$ cat src/hw/rtl/ttb_pkg.sv
// ----------------------------------------------------------------------------
// ttb_pkg
// Shared constants and types for the tangent basis block.
// ----------------------------------------------------------------------------
package ttb_pkg;

  localparam int PosWidthDef = 32;
  localparam int TexW        = 16;
  localparam int OutW        = 16;
  // Edge differences are at most POS_WIDTH+1 bits, UV deltas 17 bits, so
  // each product term fits 50 bits and the tangent component 51 bits.
  localparam int CompW       = 52;
  localparam int MagW        = 30;
  localparam int SumW        = 62;
  localparam int RootW       = 31;
  localparam logic [OutW-1:0] OneQ14 = 16'd16384;

  // Sequencer codes shared with the divide/root unit
  localparam logic [1:0] OpSqrt = 2'd0;
  localparam logic [1:0] OpDiv  = 2'd1;

  typedef struct packed {
    logic       start;
    logic [1:0] op;
  } ttb_cmd_t;

  typedef struct packed {
    logic busy;
    logic done;
  } ttb_sts_t;

endpackage

$ cat src/hw/rtl/ttb_divsqrt.sv
// ----------------------------------------------------------------------------
// ttb_divsqrt
// Shared radix-2 unit: integer square root of a 62-bit sum, or division of a
// 45-bit dividend by a 31-bit divisor. One result bit per cycle.
// ----------------------------------------------------------------------------
module ttb_divsqrt
  import ttb_pkg::*;
(
  input  logic              clk,
  input  logic              rst_n,
  input  ttb_cmd_t          cmd,
  input  logic [SumW-1:0]   opa,
  input  logic [RootW-1:0]  opb,
  output ttb_sts_t          sts,
  output logic [RootW-1:0]  res
);

  localparam int DivBits = 45;
  localparam int CntW    = 6;

  logic             busy_r, busy_nxt;
  logic             done_r, done_nxt;
  logic [1:0]       op_r, op_nxt;
  logic [CntW-1:0]  cnt_r, cnt_nxt;
  logic [SumW+1:0]  rem_r, rem_nxt;
  logic [SumW-1:0]  src_r, src_nxt;
  logic [DivBits-1:0] quo_r, quo_nxt;
  logic [RootW-1:0] dvs_r, dvs_nxt;
  logic [SumW+1:0]  trial;
  logic [SumW+1:0]  shifted;

  assign sts.busy = busy_r;
  assign sts.done = done_r;
  assign res      = quo_r[RootW-1:0];

  // One step per cycle: shift in the next bits, trial subtract, keep a bit
  always_comb begin
    busy_nxt = busy_r;
    done_nxt = 1'b0;
    op_nxt   = op_r;
    cnt_nxt  = cnt_r;
    rem_nxt  = rem_r;
    src_nxt  = src_r;
    quo_nxt  = quo_r;
    dvs_nxt  = dvs_r;
    shifted  = '0;
    trial    = '0;
    if (cmd.start) begin
      busy_nxt = 1'b1;
      op_nxt   = cmd.op;
      rem_nxt  = '0;
      src_nxt  = opa;
      quo_nxt  = '0;
      dvs_nxt  = opb;
      cnt_nxt  = (cmd.op == OpSqrt) ? CntW'(RootW) : CntW'(DivBits);
    end else if (busy_r) begin
      if (op_r == OpSqrt) begin
        shifted = {rem_r[SumW-1:0], src_r[SumW-1:SumW-2]};
        trial   = {{(SumW-DivBits){1'b0}}, quo_r, 2'b01};
        src_nxt = {src_r[SumW-3:0], 2'b00};
      end else begin
        shifted = {rem_r[SumW:0], src_r[DivBits-1]};
        trial   = {{(SumW+2-RootW){1'b0}}, dvs_r};
        src_nxt = {src_r[SumW-2:0], 1'b0};
      end
      if (shifted >= trial) begin
        rem_nxt = shifted - trial;
        quo_nxt = {quo_r[DivBits-2:0], 1'b1};
      end else begin
        rem_nxt = shifted;
        quo_nxt = {quo_r[DivBits-2:0], 1'b0};
      end
      cnt_nxt = cnt_r - 1'b1;
      if (cnt_r == CntW'(1)) begin
        busy_nxt = 1'b0;
        done_nxt = 1'b1;
      end
    end
  end

  always_ff @(posedge clk) begin
    if (!rst_n) begin
      busy_r <= 1'b0;
      done_r <= 1'b0;
    end else begin
      busy_r <= busy_nxt;
      done_r <= done_nxt;
    end
    op_r  <= op_nxt;
    cnt_r <= cnt_nxt;
    rem_r <= rem_nxt;
    src_r <= src_nxt;
    quo_r <= quo_nxt;
    dvs_r <= dvs_nxt;
  end

endmodule

$ cat config.mk
export PLATFORM = sky130hd
export DESIGN_NAME = ttb_divsqrt
export DESIGN_NICKNAME = d
export VERILOG_FILES = /design/src/hw/rtl/ttb_pkg.sv /design/src/hw/rtl/ttb_divsqrt.sv
export SDC_FILE = /design/constraint.sdc
export NUM_CORES = 1
export LEC_CHECK = 0
export BUFFER_PORTS_ARGS = -buffer_cell sky130_fd_sc_hd__buf_2
export CAP_MARGIN = 20
export CORE_MARGIN = 3
export CORE_UTILIZATION = 43
export CTS_BUF_LIST = sky130_fd_sc_hd__clkbuf_2
export CTS_CLUSTER_SIZE = 20
export DETAILED_ROUTE_END_ITERATION = 8
export GPL_TIMING_DRIVEN = 0
export SLEW_MARGIN = 10
export SYNTH_ARGS = -nofsm -noshare
export SYNTH_HDL_FRONTEND = slang
export SYNTH_SLANG_ARGS = --single-unit
export TNS_END_PERCENT = 5
$ cat constraint.sdc
create_clock -name clk -period 6.7 [get_ports clk]
set_input_delay 0.67 -clock clk [delete_from_list [all_inputs] [get_ports clk]]
set_output_delay 0.67 -clock clk [all_outputs]
set_load 0.02 [all_outputs]
==> results.cfg <==
[critical_path]
critPathKind = flop to flop
reg2reg_from = op_r[1]$_DFFE_PP_
critPathArrivalTime_ns = 7.12
cp-end-kind = flop
rr_worst_depth = 18
crit_start = op_r[1]$_DFFE_PP_
required_ns = 7.49
cp_cell_sequence = buf_6 -> nor2_2 -> clkbuf_1 -> clkbuf_1 -> a21oi_1 -> ha_1 -> fa_1 -> nand2b_1 -> a21oi_1 -> a21oi_1 -> o21ai_0 -> o2111ai_1 -> nand2_1 -> buf_2 -> clkbuf_2 -> nand3_1 -> nand2_1 -> o221ai_1
slowest_delay_ns = 0.78
crit_slowest_cell = clkbuf_1
cp_max_fo = 10
cpMostUsedCell = a21oi_1
setup.worst_path.start_class = flop

[drt]
via_per_inst = 5.62
routed_wl_mm = 43.6
vias = 13000
wl_per_cell_um = 18.9
route.detailed.drc = 0
drtPass1Iterations = 8
ant_nets = 0
drt_iter0_markers = 1194

[global_route]
grt_pass1_vias = 12600
grt_pass1_wl_mm = 67.9
grt_antenna_before_repair = 1
grt_usage_pct = 25.3
grt_overflow_total = 0
grt_max_degree = 44

[hold_path]
whs_path_depth = 3
holdCritStartpoint = opa[61]
hold_class = input port to flop

[timing]
post-route-period-util_pct = 94.5
skew_ns = 0.0665
slew-limit-headroom_pct = 26.3
max_freq_mhz = 158
worst_pin_slew_ns = 1.11
finalCriticalPeriod_ns = 6.33
tns_ns = 0
grt_setup_unrepaired = no
slew_viol_final = 0
fin_hold_ws_ns = 0.116
setup_viol = 0
report.final.hold_viol_count = 0

[synthesis]
synth.top_cell.area_share_pct = 22.5
yosys.area.top_type = edfxtp_1
synthFlopType = dfxtp_1
syn_area_per_cell_sq_um = 8.50
synth_seq_cells = 211
synth_edf_count = 101
yosys.area_share.simple_pct = 19.8
syn_inst = 1586
yosysSeqAreaShare_pct = 38.9
netlist_top_cells_area = edfxtp_1, dfxtp_1, mux2i_1
netlist_area_sq_mm = 0.0135
synth_fp_nets = 1734
synthAdderAreaFrac_pct = 4.70
synth.lib_cells_used.distinct = 73
synth.mux.area_fraction_pct = 10.8
async_flop_share_pct = 0
synth_top_family_by_area = simple AND/OR/NAND/NOR gates
synthXorXnorAreaFrac_pct = 2.73
yosys_warnings = 0
synth-compound-area-share_pct = 17.4

[pwr]
power_uw = 6580
power.density_mw_per_mm2 = 406
leakage_uw = 0.00703
ir_worst_vdd_uv = 315

[placed_design]
dpl.cell_count = 2113
port_buffers = 130
gp_congestion = 0.979
hpwlAfterDp_mm = 30.7

[job]
cap_viol_max_count = 0

[floorplan]
start_util_pct = 43.8
core_sq_mm = 0.0307
die_w_um = 183
dieArea_sq_mm = 0.0335
ios = 131
rows = 64
fp.dieH_um = 183

[finish]
nNetsFinal = 2019
final_util_pct = 52.7
fin_cells = 2314
drive_above_1_share_pct = 15.4
syn2layout_area_growth_pct = 20.3

[status]
status = completed

[cts]
clock_path_buffers = 3
cts_buffers = 58
clock-sinks = 211
clock-root-buffer = clkbuf_2
clkLatencyLatePin_ns = 0.95
cts_setup_buffers = 0
tritoncts = done
ctsHtreeMaxLevel = 2
clkTransAtPathRegs_ns = 0.10
## layer usage
layer | up-vias | track usage, % | wire, um | share of wire [%]
met5 | - | 0 | 0 | 0
met4 | 0 | 9.20 | 1410 | 3.2
met3 | 99 | 5.79 | 3460 | 7.9
met2 | 516 | 40.3 | 19400 | 44
met1 | 6121 | 34.0 | 19400 | 44
li1 | 6270 | - | - | -
## placed cells by master, fill, tap and decap left out, types with 8 or more instances in the layout
master         netlist  routed
dlygate4sd3_1        0      95
nor2_1             130     130
xor2_1              20      20
inv_1               21      20
o21a_1              14      14
clkbuf_1            74      67
dfxtp_1            110     110
a311oi_1            23      23
nand4_1             27      27
nor2b_1              8       8
mux2i_1            144     144
nand2b_1            15      15
a32oi_1              8       8
o21bai_1            10      10
nor4_1               8       8
a211oi_1            14      14
buf_4               38      38
nand2_1            352     352
nor3_1              21      21
buf_2                7     137
a21o_1              10      10
o21ai_0            121     121
edfxtp_1           101     101
clkinv_1             0      13
ha_1                49      49
clkbuf_2             0      92
nand3_1             25      25
xnor2_1             22      22
buf_1               13      13
a21oi_1             88      88
## Yosys cell counts, drive strengths merged (20+ instances only)
library cell,n
ha,49
nand4,27
nand3,25
inv,21
xor2,20
o21ai,122
buf,62
xnor2,22
edfxtp,101
clkbuf,74
mux2i,144
a21oi,88
a311oi,23
dfxtp,110
nor3,21
nor2,131
nand2,352
## state kept, by name, indices dropped and copies added, names as in the netlist
| register | flops |
|---|---|
| src_r | 62 |
| done_r | 1 |
| busy_r | 1 |
| op_r | 2 |
| cnt_r | 6 |
| rem_r | 63 |
| dvs_r | 31 |
| quo_r | 45 |
## worst paths after layout
check	end	slack, ns
hold reg to reg	rem_r[29]$_SDFFE_PP0P_	0.49
setup reg to reg	rem_r[58]$_SDFFE_PP0P_	0.37
hold / removal	src_r[61]$_DFFE_PP_	0.12
setup / recovery	rem_r[58]$_SDFFE_PP0P_	0.37
## area by class of cell
| cell class | count | area (sq um) |
|---|---|---|
| inverters | 21 | 81.3 |
| clock buffers | 86 | 430 |
| plain buffers | 135 | 696 |
| diodes | 1 | 2.50 |
| multi-input cells | 1218 | 7480 |
| well taps | 396 | 495 |
| fillers | 3020 | 14500 |
| repair buffers | 226 | 1620 |
| clock inverters | 20 | 166 |
| flip-flops and latches | 211 | 5240 |
## through the flow
step	setup slack [ns]	instance area, sq um
after CTS	0.197	16200
final	0.368	16200
after floorplan	1.94	13500
after global placement	-0.672	14600
after detailed placement	-0.726	14600
after global routing	0.162	16200
## power by group
part	internal [uW]	total [uW]	switching (uW)	leakage, uW
combinational	1340	3790	2450	0.00468
clock	466	1070	601	0.000437
sequential	1560	1730	161	0.00191
## kinds of logic after synthesis
logic type / Yosys count
AOI/OAI and AO/OA: 358
xor gates and xnor gates: 42
adders and majority gates: 50
buffers and inverters: 157
DFF: 211
muxes: 145
and+or+nand+nor: 623
## critical path: cells and delay by family, from the launching register on
kind,cells,cell delay (ns)
compound gates,6,1.72
fa+ha+maj,2,0.67
buf+inv,5,2.26
flops,1,0.39
simple gates,5,1.10
## repair_timing
item | in CTS | in global routing
hold endpoints to repair | 96 | 0
endpoints found under the setup margin | 60 | 39
hold buffers | 95 | 0
gates resized for setup | 4 | 6
Power figures use the tool's default switching activity.
